$ cat src/slr_pkg.sv
package slr_pkg;

   localparam int TimeWidth  = 32;
   localparam int LimitWidth = 25;
   localparam int StateWidth = 3;
   localparam int CsrIdxWidth = 2;

   localparam logic [LimitWidth-1:0] DownWaitReset   = 25'd30000000;
   localparam logic [LimitWidth-1:0] ResetHoldReset  = 25'd100000;
   localparam logic [LimitWidth-1:0] SettleWaitReset = 25'd1000000;

   // register indexes of the configuration port
   localparam logic [CsrIdxWidth-1:0] CsrDownWait   = 2'd0;
   localparam logic [CsrIdxWidth-1:0] CsrResetHold  = 2'd1;
   localparam logic [CsrIdxWidth-1:0] CsrSettleWait = 2'd2;

   // bit positions in the reset drive word
   localparam int DrvProto = 0;
   localparam int DrvGt    = 1;

   typedef struct packed {
      logic [TimeWidth-1:0] now_us;
      logic                 channel_up;
   } slr_item_type;

   typedef struct packed {
      logic                  gt_reset;
      logic                  proto_reset;
      logic [StateWidth-1:0] link_state;
      logic                  state_changed;
   } slr_result_type;

   typedef struct packed {
      logic [LimitWidth-1:0] down_wait_us;
      logic [LimitWidth-1:0] reset_hold_us;
      logic [LimitWidth-1:0] settle_wait_us;
   } slr_cfg_type;

endpackage

$ cat src/slr_if.sv
interface slr_req_if;
   import slr_pkg::*;
   logic                 valid;
   logic                 ready;
   logic [TimeWidth-1:0] now_us;
   logic                 channel_up;

   modport source (output valid, output now_us, output channel_up, input ready);
   modport sink (input valid, input now_us, input channel_up, output ready);
endinterface

interface slr_rsp_if;
   import slr_pkg::*;
   logic                  valid;
   logic                  ready;
   logic                  gt_reset;
   logic                  proto_reset;
   logic [StateWidth-1:0] link_state;
   logic                  state_changed;

   modport source (output valid, output gt_reset, output proto_reset,
                   output link_state, output state_changed, input ready);
   modport sink (input valid, input gt_reset, input proto_reset,
                 input link_state, input state_changed, output ready);
endinterface

$ cat src/slr_cfg.sv
module slr_cfg (
   input  logic                             clock,
   input  logic                             reset,
   input  logic                             csr_we,
   input  logic [slr_pkg::CsrIdxWidth-1:0]  csr_index,
   input  logic [slr_pkg::LimitWidth-1:0]   csr_data,
   output slr_pkg::slr_cfg_type             cfg
);
   import slr_pkg::*;

   slr_cfg_type cfg_ff, cfg_in;

   always_comb begin
      cfg_in = cfg_ff;
      if (csr_we) begin
         case (csr_index)
            CsrDownWait:   cfg_in.down_wait_us   = csr_data;
            CsrResetHold:  cfg_in.reset_hold_us  = csr_data;
            CsrSettleWait: cfg_in.settle_wait_us = csr_data;
            default:       cfg_in = cfg_ff;  // drop writes to unknown indexes
         endcase
      end
   end

   always_ff @(posedge clock) begin
      if (reset) begin
         cfg_ff.down_wait_us   <= DownWaitReset;
         cfg_ff.reset_hold_us  <= ResetHoldReset;
         cfg_ff.settle_wait_us <= SettleWaitReset;
      end else begin
         cfg_ff <= cfg_in;
      end
   end

   assign cfg = cfg_ff;

endmodule

$ cat src/slr_core.sv
module slr_core (
   input  logic                    clock,
   input  logic                    reset,
   input  logic                    step_en,
   input  slr_pkg::slr_item_type   item,
   input  slr_pkg::slr_cfg_type    cfg,
   output slr_pkg::slr_result_type result
);
   import slr_pkg::*;

   typedef enum logic [StateWidth-1:0] {
      ST_UP    = 3'd0,
      ST_DOWN1 = 3'd1,
      ST_PRST1 = 3'd2,
      ST_DOWN2 = 3'd3,
      ST_BOTH  = 3'd4,
      ST_PRST2 = 3'd5
   } state_type;

   state_type             state_ff, state_in;
   logic [TimeWidth-1:0]  start_ff, start_in;
   logic [LimitWidth-1:0] limit_ff, limit_in;
   logic [1:0]            drive_ff, drive_in;
   logic [TimeWidth-1:0]  elapsed;
   logic                  timeout;

   assign elapsed = item.now_us - start_ff;
   assign timeout = elapsed > {{(TimeWidth-LimitWidth){1'b0}}, limit_ff};

   always_comb begin
      state_in = state_ff;
      start_in = start_ff;
      limit_in = limit_ff;
      drive_in = drive_ff;
      case (state_ff)
         ST_DOWN1: begin
            if (item.channel_up) begin
               state_in = ST_UP;
            end else if (timeout) begin
               drive_in[DrvProto] = 1'b1;
               start_in = item.now_us;
               limit_in = cfg.reset_hold_us;
               state_in = ST_PRST1;
            end
         end
         ST_PRST1: begin
            if (timeout) begin
               drive_in[DrvProto] = 1'b0;
               start_in = item.now_us;
               limit_in = cfg.settle_wait_us;
               state_in = ST_DOWN2;
            end
         end
         ST_DOWN2: begin
            if (item.channel_up) begin
               state_in = ST_UP;
            end else if (timeout) begin
               drive_in = 2'b11;
               start_in = item.now_us;
               limit_in = cfg.reset_hold_us;
               state_in = ST_BOTH;
            end
         end
         ST_BOTH: begin
            if (timeout) begin
               drive_in[DrvGt] = 1'b0;
               start_in = item.now_us;
               limit_in = cfg.settle_wait_us;
               state_in = ST_PRST2;
            end
         end
         ST_PRST2: begin
            if (timeout) begin
               drive_in[DrvProto] = 1'b0;
               start_in = item.now_us;
               limit_in = cfg.down_wait_us;
               state_in = ST_DOWN1;
            end
         end
         default: begin
            // up, and the unreachable codes behave the same way
            if (!item.channel_up) begin
               drive_in = 2'b00;
               start_in = item.now_us;
               limit_in = cfg.down_wait_us;
               state_in = ST_DOWN1;
            end
         end
      endcase
   end

   assign result.gt_reset      = drive_in[DrvGt];
   assign result.proto_reset   = drive_in[DrvProto];
   assign result.link_state    = state_in;
   assign result.state_changed = (state_in != state_ff);

   always_ff @(posedge clock) begin
      if (reset) begin
         state_ff <= ST_UP;
         start_ff <= '0;
         limit_ff <= '0;
         drive_ff <= '0;
      end else if (step_en) begin
         state_ff <= state_in;
         start_ff <= start_in;
         limit_ff <= limit_in;
         drive_ff <= drive_in;
      end
   end

endmodule

$ cat src/serial_link_recovery_fsm.sv
// Link watchdog and recovery sequencer for one serial link. Each req transfer is one
// tick (microsecond time plus channel-up status) and yields exactly one rsp transfer
// with the reset drives, the link state and a state-changed flag, all as they stand
// after that tick. Throughput is one transfer per clock while rsp is ready; a tick
// passes through the input register and the result register, with the subtract,
// compare and state update in between. The three timing registers are written
// through the csr_ port; a new value takes effect at the next interval start, so
// write them only while no tick is in flight.
module serial_link_recovery_fsm (
   input  logic                            clock,
   input  logic                            reset,
   slr_req_if.sink                         req,
   slr_rsp_if.source                       rsp,
   input  logic                            csr_we,
   input  logic [slr_pkg::CsrIdxWidth-1:0] csr_index,
   input  logic [slr_pkg::LimitWidth-1:0]  csr_data
);
   import slr_pkg::*;

   logic           in_valid_ff;
   slr_item_type   in_item_ff;
   logic           out_valid_ff;
   slr_result_type out_result_ff;
   slr_result_type step_result;
   slr_cfg_type    cfg;
   logic           advance;

   // advance the held tick when the result register is free or being drained
   assign advance   = in_valid_ff && (!out_valid_ff || rsp.ready);
   assign req.ready = !in_valid_ff || advance;

   slr_cfg u_cfg (
      .clock     (clock),
      .reset     (reset),
      .csr_we    (csr_we),
      .csr_index (csr_index),
      .csr_data  (csr_data),
      .cfg       (cfg)
   );

   // state commits only when the tick moves into the result register
   slr_core u_core (
      .clock   (clock),
      .reset   (reset),
      .step_en (advance),
      .item    (in_item_ff),
      .cfg     (cfg),
      .result  (step_result)
   );

   always_ff @(posedge clock) begin
      if (reset) begin
         in_valid_ff <= 1'b0;
      end else if (req.ready) begin
         in_valid_ff <= req.valid;
      end
   end

   // payload: capture on an accepted transfer, otherwise hold
   always_ff @(posedge clock) begin
      if (req.valid && req.ready) begin
         in_item_ff.now_us     <= req.now_us;
         in_item_ff.channel_up <= req.channel_up;
      end
   end

   always_ff @(posedge clock) begin
      if (reset) begin
         out_valid_ff <= 1'b0;
      end else if (advance) begin
         out_valid_ff <= 1'b1;
      end else if (rsp.ready) begin
         out_valid_ff <= 1'b0;
      end
   end

   always_ff @(posedge clock) begin
      if (advance) begin
         out_result_ff <= step_result;
      end
   end

   assign rsp.valid         = out_valid_ff;
   assign rsp.gt_reset      = out_result_ff.gt_reset;
   assign rsp.proto_reset   = out_result_ff.proto_reset;
   assign rsp.link_state    = out_result_ff.link_state;
   assign rsp.state_changed = out_result_ff.state_changed;

endmodule

$ cat src/flat_wrapper.sv
// flat-port wrapper written by rule: the top's interface ports become plain ports
module serial_link_recovery_fsm_flat import slr_pkg::*;
  (clock, reset, csr_we, csr_index, csr_data, req_valid, req_now_us, req_channel_up, req_ready, rsp_valid, rsp_gt_reset, rsp_proto_reset, rsp_link_state, rsp_state_changed, rsp_ready);
  slr_req_if req_i ();
  slr_rsp_if rsp_i ();
  input  logic clock;
  input  logic reset;
  input  logic csr_we;
  input  logic [slr_pkg::CsrIdxWidth-1:0] csr_index;
  input  logic [slr_pkg::LimitWidth-1:0] csr_data;
  input wire logic [$bits(req_i.valid)-1:0] req_valid;
  input wire logic [$bits(req_i.now_us)-1:0] req_now_us;
  input wire logic [$bits(req_i.channel_up)-1:0] req_channel_up;
  output wire logic [$bits(req_i.ready)-1:0] req_ready;
  output wire logic [$bits(rsp_i.valid)-1:0] rsp_valid;
  output wire logic [$bits(rsp_i.gt_reset)-1:0] rsp_gt_reset;
  output wire logic [$bits(rsp_i.proto_reset)-1:0] rsp_proto_reset;
  output wire logic [$bits(rsp_i.link_state)-1:0] rsp_link_state;
  output wire logic [$bits(rsp_i.state_changed)-1:0] rsp_state_changed;
  input wire logic [$bits(rsp_i.ready)-1:0] rsp_ready;
  assign req_i.valid = req_valid;
  assign req_i.now_us = req_now_us;
  assign req_i.channel_up = req_channel_up;
  assign req_ready = req_i.ready;
  assign rsp_valid = rsp_i.valid;
  assign rsp_gt_reset = rsp_i.gt_reset;
  assign rsp_proto_reset = rsp_i.proto_reset;
  assign rsp_link_state = rsp_i.link_state;
  assign rsp_state_changed = rsp_i.state_changed;
  assign rsp_i.ready = rsp_ready;
  serial_link_recovery_fsm u_core (.clock(clock), .reset(reset), .req(req_i), .rsp(rsp_i), .csr_we(csr_we), .csr_index(csr_index), .csr_data(csr_data));
endmodule
$ cat config.mk
export PLATFORM = sky130hd
export DESIGN_NAME = serial_link_recovery_fsm_flat
export DESIGN_NICKNAME = d
export VERILOG_FILES = /design/src/slr_pkg.sv /design/src/slr_if.sv /design/src/slr_cfg.sv /design/src/slr_core.sv /design/src/serial_link_recovery_fsm.sv /design/src/flat_wrapper.sv
export SDC_FILE = /design/constraint.sdc
export NUM_CORES = 1
export LEC_CHECK = 0
export ABC_AREA = 1
export BUFFER_PORTS_ARGS = -buffer_cell sky130_fd_sc_hd__buf_2
export CAP_MARGIN = 0
export CORE_AREA = 4 4 183 114
export DETAILED_ROUTE_END_ITERATION = 16
export DIE_AREA = 0 0 187 118
export PLACE_DENSITY = 0.71
export SETUP_SLACK_MARGIN = 0.02
export SLEW_MARGIN = 20
export SYNTH_ARGS = -nofsm -noshare
export SYNTH_HDL_FRONTEND = slang
export SYNTH_SLANG_ARGS = --single-unit
$ cat constraint.sdc
create_clock -name clock -period 5.16 [get_ports clock]
set_input_delay 1.032 -clock clock [delete_from_list [all_inputs] [get_ports clock]]
set_output_delay 1.032 -clock clock [all_outputs]
set_load 0.01 [all_outputs]
==> results of run 1 <==
[synthesized netlist by cell type, types with 6 or more instances]
cell type	number	area [um2]
a21oi_1	77	385
a21oi_2	44	385
a221o_1	17	170
a22oi_1	6	45.0
buf_8	6	90.1
clkbuf_1	30	113
dfxtp_1	139	2780
edfxtp_1	39	1170
ha_1	56	701
inv_1	189	709
inv_2	8	30.0
nand2_1	288	1080
nand2_2	9	56.3
nand3_1	47	235
nand4_1	7	43.8
nor2_1	134	503
nor2_2	6	37.5
o21ai_0	70	350
o21ai_1	45	225
xnor2_1	10	87.6
xor2_1	14	123
[sequential cells by signal (all words and copies together) (netlist names)]
register and flops:
u_core.rsp.valid 1, u_core.u_core.drive_ff 2, u_core.in_item_ff 33, u_core.in_valid_ff 1, u_core.rsp.proto_reset 1, u_core.u_cfg.cfg 75
u_core.rsp.state_changed 1, u_core.u_core.start_ff 32, u_core.u_core.state_ff 3, u_core.u_core.limit_ff 25, u_core.rsp.gt_reset 1, u_core.rsp.link_state 3
[metrics by stage]
step	hold slack (ns)	worst slack [ns]	utilization, %
4_1_cts	0.455	0.813	56.7
3_3_place_gp	0.440	1.08	53.7
3_5_place_dp	0.445	0.838	53.7
5_1_grt	0.470	0.316	56.7
2_1_floorplan	0.429	1.68	-
6_report	0.451	0.764	56.7
[path summary, 6_finish.rpt]
check / slack (ns) / depth (start not counted) / startpoint / endpoint
min reg2reg: 0.45 / 2 / u_core.u_cfg.cfg[26] / u_core.u_cfg.cfg[26]
max reg2reg: 0.76 / 23 / u_core.in_item_ff[1] / u_core.u_core.start_ff[11]
min: 0.45 / 2 / u_core.u_cfg.cfg[26] / u_core.u_cfg.cfg[26]
max: 0.76 / 23 / u_core.in_item_ff[1] / u_core.u_core.start_ff[11]
[critical path, cell delays in order, from the launching register on]
cell	delay (ns)
edfxtp_1	0.40
inv_1	0.07
ha_1	0.13
inv_1	0.05
fa_1	0.45
nand3_1	0.10
nand3_1	0.15
nand3_1	0.12
nand3_2	0.12
a31o_2	0.25
a21oi_1	0.16
xnor2_1	0.09
ha_1	0.29
nand3_1	0.07
nor4_1	0.31
nand4_1	0.17
nand2_1	0.21
nand3_4	0.12
inv_2	0.07
nand2_1	0.08
nand2_4	0.34
buf_12	0.29
o21ai_1	0.11
a21oi_2	0.15
[per-layer routing]
layer	share of wire [%]	vias to the layer above	GRT usage, %
li1	-	4263	-
met1	53	3700	30.0
met2	41	193	29.2
met3	5.5	18	4.24
met4	1.0	0	5.03
met5	0	-	0
[final cells by class]
type / instances / area (um2)
timing repair buffer: 82 / 460
clock buffer: 18 / 429
multi-input combinational: 861 / 4700
clock inverter: 13 / 125
fill: 1807 / 8210
sequential: 178 / 3950
inverter: 201 / 754
tap: 246 / 308
[kinds of logic after synthesis]
kind of cell | synth area share [%]
simple gates | 21.5
fa+ha+maj | 7.47
compound gates | 17.3
flops | 41.0
buf+inv | 10.5
xor+xnor | 2.18
[power breakdown]
part | switching [W] | internal, W
registers | 0.0000353 | 0.00151
logic | 0.000514 | 0.000299
clock network | 0.000579 | 0.000672
total | 0.00113 | 0.00248
==> summary.md, run 1 <==
| Metric | Value |
|---|---|
| DIE AREA | `0.0221 mm2` |
| Fmax | `227 MHz` |
| Worst clock skew | `0.0127 ns` |
| Buffers on Ports | `72` |
| Total iterations of the first detailed-routing run | `7` |
| Worst Path Arrival | `approximately 4.8 ns` |
| Fin. Hold Viols | `0` |
| Seq/Total Area, Yosys | `roughly two fifths` |
| DP Wirelength | `about 16000 um` |
| Data required time of the worst path | `~5.5 ns` |
| Die Height | `118 um` |
| Vias | `8174` |
| NumNets Final | `~1500` |
| Initial DRC Count | `675` |
| Post-route cell area | `0.0107 mm2` |
| Per-cell routed wire length | `13.8 um` |
| Worst relative slew slack | `27.8%` |
| Core box area | `0.0189 mm2` |
| Leakage | `4.90 nW` |
| Critical Path Source Type | `flop` |
| RSZ-0062 raised after global routing | `no` |
| Diodes inserted | `0` |
| CTS root buffer | `clkbuf_16` |
| Netlist Area Pre-Place | `0.00965 mm2` |
| Via density | `5.11` |
| Primary FF master, synth | `dfxtp_1` |
| Share of cells above drive strength 1 | `14.0%` |
| Width of the chip | `roughly 190 um` |
| Synthesized instance count | `1284` |
| Max-Cap Viols | `0` |
| Vias in the first global route | `7423` |
| Crit-path max FO | `40` |
| Worst-path clk slew | `0.07 ns` |
| # clock sinks | `178` |
| CTS H-tree lvls | `4` |
| Placed Area | `0.0102 mm2` |
| WL final | `between 20000 and 25000 um` |
| Yosys reg bits | `roughly 180` |
| Async set-or-reset flop fraction in the synthesized netlist | `0%` |
| CTS tree | `built` |
| Synth Area per Inst | `7.51 um2` |
| Slew @ Worst Pin | `1.08 ns` |
| Clock Path Buffers | `2` |
| Post-route DRC violation count | `0` |
| Power density over cell area | `336 mW/mm2` |
| Post-CTS setup buffers | `0` |
| Post-route ant nets | `0` |
| Initial antenna violation count | `0` |
| Starting Density | `about 50%` |
| Post-route setup TNS | `0 ns` |
| Syn-to-layout area delta | `11.2%` |
| First-pass GRT wire length | `36700 um` |
| Critical path type | `flop to flop` |
| # rows | `39` |
| Final min period | `4.40 ns` |
| # IOs | `73` |
| Worst-Skew Late Latency | `0.44 ns` |
| EDFF count, synth | `39` |
| GP Congestion | `0.932` |
| Setup Viol. Count Final | `0` |
| Status | `complete, no violations` |
| Ys Warns | `0` |
| Yosys cell types | `40` |
| Final critical-path share of the clock period | `85.2%` |
| Largest net degree at the start of global routing | `52` |
| Placed cell count | `1568` |
| Syn_nets | `1406` |
| Hold buffer count at CTS | `0` |
| CTS resizes | `0` |
| Final total power | `approximately 0.0036 W` |
| Global-route usage over all layers | `approximately a fifth` |
| Most common cell after layout, fill and taps aside | `nand2_1` |
| Maximum vdd drop | `0.250 mV` |
| Critical path endpoint category | `flop` |
| Total grt overflow | `0` |
| Fin cells | `about 1600` |
| Slew Limit Fails | `0` |
| Num CTS Buffers | `17` |
| Commonest non-fill, non-tap cells in the layout | `nand2_1, inv_1, dfxtp_1` |
| Min-Delay Path Class | `flop to flop` |
Power figures use the tool's default switching activity.
==> run 2, diff against run 1 <==
--- a/config.mk
+++ b/config.mk
@@ -8,12 +8,13 @@
 export ABC_AREA = 1
 export BUFFER_PORTS_ARGS = -buffer_cell sky130_fd_sc_hd__buf_2
 export CAP_MARGIN = 0
-export CORE_AREA = 4 4 183 114
+export CORE_AREA = 4 4 187 116
 export DETAILED_ROUTE_END_ITERATION = 16
-export DIE_AREA = 0 0 187 118
+export DIE_AREA = 0 0 191 120
 export PLACE_DENSITY = 0.71
 export SETUP_SLACK_MARGIN = 0.02
 export SLEW_MARGIN = 20
 export SYNTH_ARGS = -nofsm -noshare
 export SYNTH_HDL_FRONTEND = slang
+export SYNTH_HIERARCHICAL = 1
 export SYNTH_SLANG_ARGS = --single-unit
==> summary.md, run 2 <==
| Metric | Value |
|---|---|
| Critical Path Max Stage Delay | `0.45 ns` |
| Critical path origin | `u_core/in_item_ff[1]` |
| Global-route usage over all layers | `roughly 21%` |
| Vias | `8776` |
| Yosys reg bits | `~180` |
| Post-route ant nets | `0` |
| # IOs | `73` |
| Fill cell count | `1937` |
| EDFF count, synth | `39` |
| Most instantiated cells after synthesis | `nand2_1, inv_1, nor2_1, dfxtp_1, a21oi_1` |
| Fin. Hold Viols | `0` |
| Netlist Area Pre-Place | `about 0.010 mm2` |
| Buffers on Ports | `slightly above 70` |
| CTS H-tree lvls | `4` |
| Setup Viol. Count Final | `0` |
| Width of the chip | `191 um` |
| GP Congestion | `0.932` |
| Num CTS Buffers | `17` |
| Synth Area per Inst | `7.16 um2` |
| Diodes inserted | `0` |
| Largest net degree at the start of global routing | `76` |
| Final min period | `4.52 ns` |
| Hold_sp | `u_core/u_core/start_ff[13]` |
| DP Wirelength | `17100 um` |
| Power density over cell area | `~330 mW/mm2` |
| Core box area | `0.0199 mm2` |
| WL final | `between 20000 and 25000 um` |
| Worst-path clk slew | `0.07 ns` |
| # rows | `40` |
| Pre-CTS worst setup slack | `about 0.41 ns` |
| Critical path endpoint category | `flop` |
| Ys Warns | `6` |
| Die Height | `120 um` |
| Per-cell routed wire length | `around 14 um` |
| Fmax | `~220 MHz` |
| Placed cell count | `between 1500 and 2000` |
| Worst clock skew | `0.0101 ns` |
| Crit-path max FO | `41` |
| Post-CTS setup buffers | `0` |
| Max-Cap Viols | `0` |
| Worst path depth | `24` |
| Synth area leader | `dfxtp_1` |
| Vias in the first global route | `8045` |
| Fin cells | `1742` |
| Worst-Skew Late Latency | `about 0.44 ns` |
| Commonest non-fill, non-tap cells in the layout | `nand2_1, inv_1, nor2_1` |
| Seq/Total Area, Yosys | `39.2%` |
| RSZ-0062 raised after global routing | `no` |
| Leakage | `5.44 nW` |
| CTS tree | `built` |
| Starting Density | `a little over 50%` |
| Worst hold path cell count | `2` |
| Largest cells by area after synthesis | `dfxtp_1, nand2_1, edfxtp_1, inv_1, ha_1` |
| Yosys cell types | `between 40 and 50` |
| Clock Path Buffers | `2` |
| Final critical-path share of the clock period | `87.5%` |
| # clock sinks | `between 150 and 200` |
| Crit path buf inv count | `4` |
| Worst path cell trace | `inv_1, ha_1, inv_1, fa_1, nand3_1, nand3_2, nand2_1, nand2_1, nand2_1, nand2_2, xor2_1, ha_1, nand2_1, inv_1, nand3_1, nor3_1, nor4b_2, nand4_2, nand2_4, nand2_4, nand2_4, buf_4, o21ai_0, a21oi_1` |
| Top-count cell post-synth | `nand2_1` |
| Status | `complete, no violations` |
| Final worst slack | `0.643 ns` |
| Post-route cell area | `roughly 0.011 mm2` |
| FF-to-FF path depth | `24` |
| Synthesized instance count | `around 1400` |
| Syn-to-layout area delta | `10.2%` |
| Initial antenna violation count | `0` |
| CTS root buffer | `clkbuf_16` |
| NumNets Final | `roughly 1600` |
| Slowest CP cell | `nor4b_2` |
| Via density | `5.04` |
| Worst Path Arrival | `just under 5 ns` |
| Max reg flops | `between 70 and 80` |
| Total iterations of the first detailed-routing run | `5` |
| Async set-or-reset flop fraction in the synthesized netlist | `0%` |
| Data required time of the worst path | `approximately 5.5 ns` |
| Slew Limit Fails | `0` |
| R2r startpoint | `u_core/in_item_ff[1]` |
| Share of cells above drive strength 1 | `11.4%` |
| DIE AREA | `about 0.023 mm2` |
| Syn_nets | `1531` |
| Critical Path Source Type | `flop` |
| Min-Delay Path Class | `flop to flop` |
| Post-route setup TNS | `0 ns` |
| Total grt overflow | `0` |
| Worst relative slew slack | `32.5%` |
| Slew @ Worst Pin | `1.01 ns` |
| Post-route DRC violation count | `0` |
| Initial DRC Count | `629` |
| Primary FF master, synth | `dfxtp_1` |
| CP most frequent cell | `nand2_1` |
| First-pass GRT wire length | `40000 um` |
| Crit path max-delay family | `simple AND/OR/NAND/NOR gates` |
| Maximum vdd drop | `~0.27 mV` |
| Most common cell after layout, fill and taps aside | `nand2_1` |
| Placed Area | `0.0105 mm2` |
| Yosys top cell area share | `about 28%` |
| Critical path type | `flop to flop` |
==> run 2: cell count changes after synthesis, moves of 12 or more <==
cell      before  now
nor2_1       134  146
nand2_1      288  353
nand3_1       47   76
a221o_1       17    0
buf_2          1   16
a21oi_2       44    2
o21ai_0       70   33
clkbuf_1      30   14
inv_1        189  213
a21oi_1       77  126
a22o_1         0   14
==> run 2: metal layers <==
metal,vias to the layer above,routed length [um],track usage [%]
met3,19,1300,4.71
met5,-,0,0
li1,4580,-,-
met4,0,232,4.93
met1,4007,12800,33.1
met2,170,9680,30.2
==> run 2: kinds of logic (layout without fill, tap and decap cells) <==
kind of cell | after synthesis | after routing | share of synthesized area (%)
simple gates | 640 | 640 | 27.2
fa+ha+maj | 57 | 57 | 7.15
buf+inv | 278 | 338 | 11.7
compound gates | 232 | 232 | 12.6
flops | 178 | 178 | 39.2
xor+xnor | 24 | 24 | 2.08
==> run 2: worst register-to-register path, cell delays in order, from the launching register on <==
cell	delay, ns
edfxtp_1	0.36
inv_1	0.08
ha_1	0.14
inv_1	0.06
fa_1	0.43
nand3_1	0.11
nand3_2	0.11
nand2_1	0.09
nand2_1	0.09
nand2_1	0.09
nand2_2	0.07
xor2_1	0.15
ha_1	0.27
nand2_1	0.06
inv_1	0.07
nand3_1	0.08
nor3_1	0.24
nor4b_2	0.45
nand4_2	0.24
nand2_4	0.16
nand2_4	0.06
nand2_4	0.32
buf_4	0.43
o21ai_0	0.16
a21oi_1	0.14
==> run 2: metrics by stage <==
stage	hold slack, ns	util (%)	power [W]
after floorplan	0.429	-	0.00220
after global placement	0.440	52.9	0.00239
after detailed placement	0.443	52.9	0.00241
after CTS	0.461	55.9	0.00372
after global routing	0.483	56.0	0.00391
final	0.457	56.0	0.00370
==> run 2: final timing paths <==
path,to,slack [ns]
max,u_core/u_core/start_ff[6],0.64
min,u_core/u_core/start_ff[13],0.46
max reg2reg,u_core/u_core/start_ff[6],0.64
min reg2reg,u_core/u_core/start_ff[13],0.46
==> run 2: repair_timing <==
item	4_1_cts	5_1_grt
hold buffers	0	0
endpoints found under the setup margin	0	32
gates resized for setup	0	1
==> run 2: report_power, final <==
| group | switching (W) | internal [W] |
|---|---|---|
| Clock | 0.000601 | 0.000709 |
| Combinational | 0.000542 | 0.000299 |
| Sequential | 0.0000403 | 0.00151 |
| Total | 0.00118 | 0.00252 |
==> run 2: cell type report <==
type	count	area [um2]	share of cell area, %
Clock buffer	19	453	4.07
Clock inverter	13	143	1.28
Inverter	226	848	7.63
Multi-Input combinational cell	953	4960	44.6
Sequential cell	178	3950	35.6
Tap cell	273	342	3.07
Timing Repair Buffer	80	420	3.78
==> run 3, diff against run 2 <==
--- a/config.mk
+++ b/config.mk
@@ -8,10 +8,10 @@
 export ABC_AREA = 1
 export BUFFER_PORTS_ARGS = -buffer_cell sky130_fd_sc_hd__buf_2
 export CAP_MARGIN = 0
-export CORE_AREA = 4 4 187 116
+export CORE_AREA = 4 4 265 163
 export DETAILED_ROUTE_END_ITERATION = 16
-export DIE_AREA = 0 0 191 120
-export PLACE_DENSITY = 0.71
+export DIE_AREA = 0 0 269 167
+export PLACE_DENSITY = 0.42
 export SETUP_SLACK_MARGIN = 0.02
 export SLEW_MARGIN = 20
 export SYNTH_ARGS = -nofsm -noshare
==> summary.md, run 3 (same netlist as run 2, synthesis figures left out) <==
| Metric | Value |
|---|---|
| Worst-path clk slew | `0.08 ns` |
| Num CTS Buffers | `17` |
| NumNets Final | `1581` |
| Commonest non-fill, non-tap cells in the layout | `nand2_1, inv_1, nor2_1` |
| Die Height | `167 um` |
| Clock Path Buffers | `2` |
| Slew Limit Fails | `0` |
| Post-route DRC violation count | `0` |
| Initial antenna violation count | `1` |
| # IOs | `73` |
| DP Wirelength | `between 20000 and 25000 um` |
| Via density | `4.32` |
| Fmax | `between 200 and 250 MHz` |
| DIE AREA | `0.0449 mm2` |
| Largest net degree at the start of global routing | `between 60 and 70` |
| Worst-Skew Late Latency | `0.46 ns` |
| CTS root buffer | `clkbuf_16` |
| Post-route cell area | `0.0115 mm2` |
| CTS tree | `built` |
| Hold buffer count at CTS | `0` |
| Final critical-path share of the clock period | `88.1%` |
| Post-CTS setup buffers | `0` |
| WL final | `28300 um` |
| Post-route ant nets | `0` |
| GP Congestion | `0.892` |
| Hold WS | `0.456 ns` |
| Global-route usage over all layers | `12.9%` |
| # clock sinks | `178` |
| Total iterations of the first detailed-routing run | `5` |
| Final Core Density | `28.4%` |
| Buffers on Ports | `72` |
| Initial DRC Count | `700` |
| Max-Cap Viols | `0` |
| Vias in the first global route | `8039` |
| CTS resizes | `0` |
| Vias | `8654` |
| Worst relative slew slack | `between 40% and 50%` |
| Final min period | `4.55 ns` |
| Crit-path max FO | `38` |
| Max reg flops | `75` |
| Setup Viol. Count Final | `0` |
| Core box area | `approximately 0.040 mm2` |
| Starting Density | `24.9%` |
| Worst Path Arrival | `around 5 ns` |
| Min-Delay Path Class | `flop to flop` |
| Placed Area | `0.0109 mm2` |
| Per-cell routed wire length | `14.2 um` |
| Width of the chip | `269 um` |
| Status | `complete, no violations` |
| Syn-to-layout area delta | `14.0%` |
| Critical path type | `flop to flop` |
| First-pass GRT wire length | `45400 um` |
| # rows | `57` |
| Diodes inserted | `0` |
| Share of cells above drive strength 1 | `between 10% and 20%` |
| Most common cell after layout, fill and taps aside | `nand2_1` |
| Fin. Hold Viols | `0` |
| Slew @ Worst Pin | `0.834 ns` |
| Data required time of the worst path | `5.53 ns` |
| Leakage | `5.47 nW` |
| Critical path endpoint category | `flop` |
| Maximum vdd drop | `roughly 0.14 mV` |
| Power density over cell area | `332 mW/mm2` |
| Critical Path Source Type | `flop` |
| Worst clock skew | `0.0158 ns` |
| RSZ-0062 raised after global routing | `no` |
| CTS H-tree lvls | `4` |
| Total grt overflow | `0` |
| Post-route setup TNS | `0 ns` |
-- run 3: cell types whose count changed in the layout (fill, tap and decap cells not counted), sizes merged --
| cell | change |
|---|---|
| clkinv | -3 |
| clkbuf | +2 |
| bufinv | +1 |
| buf | +3 |
-- run 3: final timing paths --
kind | start | endpoint | slack (ns) | cells past startpoint
min | u_core/u_core/start_ff[11] | u_core/u_core/start_ff[11] | 0.46 | 2
min reg2reg | u_core/u_core/start_ff[11] | u_core/u_core/start_ff[11] | 0.46 | 2
max reg2reg | u_core/in_item_ff[1] | u_core/u_core/limit_ff[20] | 0.61 | 24
max | u_core/in_item_ff[1] | u_core/u_core/limit_ff[20] | 0.61 | 24
-- run 3: worst max-delay path: stages (launching register included) --
cell	delay [ns]
edfxtp_1	0.36
inv_1	0.08
ha_1	0.14
inv_1	0.07
fa_1	0.42
nand3_1	0.10
nand3_2	0.11
nand3_1	0.09
nand3_1	0.21
a31o_2	0.31
xor2_1	0.15
ha_1	0.28
nand4_1	0.13
nor3b_1	0.18
and2_1	0.23
inv_1	0.06
nor2_1	0.12
nand4_2	0.12
nand2_2	0.12
nand2_4	0.09
nand2_4	0.07
nand2_4	0.22
inv_2	0.46
o21ai_0	0.15
a21oi_1	0.16
-- run 3: routing by layer --
metal	vias to the layer above	track usage (%)	part of all wire, %
li1	4594	-	-
met1	3888	20.4	56
met2	155	17.3	38
met3	17	2.83	4.8
met4	0	2.93	0.99
met5	-	0	0
-- run 3: layout make-up --
| cell class | instances | area [um2] |
|---|---|---|
| Tap cell | 531 | 664 |
| Timing Repair Buffer | 83 | 455 |
| Clock inverter | 11 | 138 |
| Fill cell | 4469 | 28900 |
| Sequential cell | 178 | 3950 |
| Multi-Input combinational cell | 953 | 4960 |
| Inverter | 226 | 848 |
| Clock buffer | 21 | 482 |
-- run 3: power breakdown --
part | switching (W) | leakage (nW) | internal (W) | total [W]
sequential | 0.0000391 | 1.52 | 0.00151 | 0.00155
clock | 0.000616 | 0.308 | 0.000781 | 0.00140
combinational | 0.000565 | 3.64 | 0.000302 | 0.000867
total | 0.00122 | 5.47 | 0.00259 | 0.00381
-- run 3: metrics by stage --
step / power, W / setup WS, ns / instances
global route: 0.00407 / 0.141 / 2003
finish: 0.00381 / 0.613 / 2003
detailed placement: 0.00244 / 0.492 / 1971
CTS: 0.00387 / 0.450 / 2003
global placement: 0.00244 / 0.635 / 1971
floorplan: 0.00220 / 1.62 / 1409
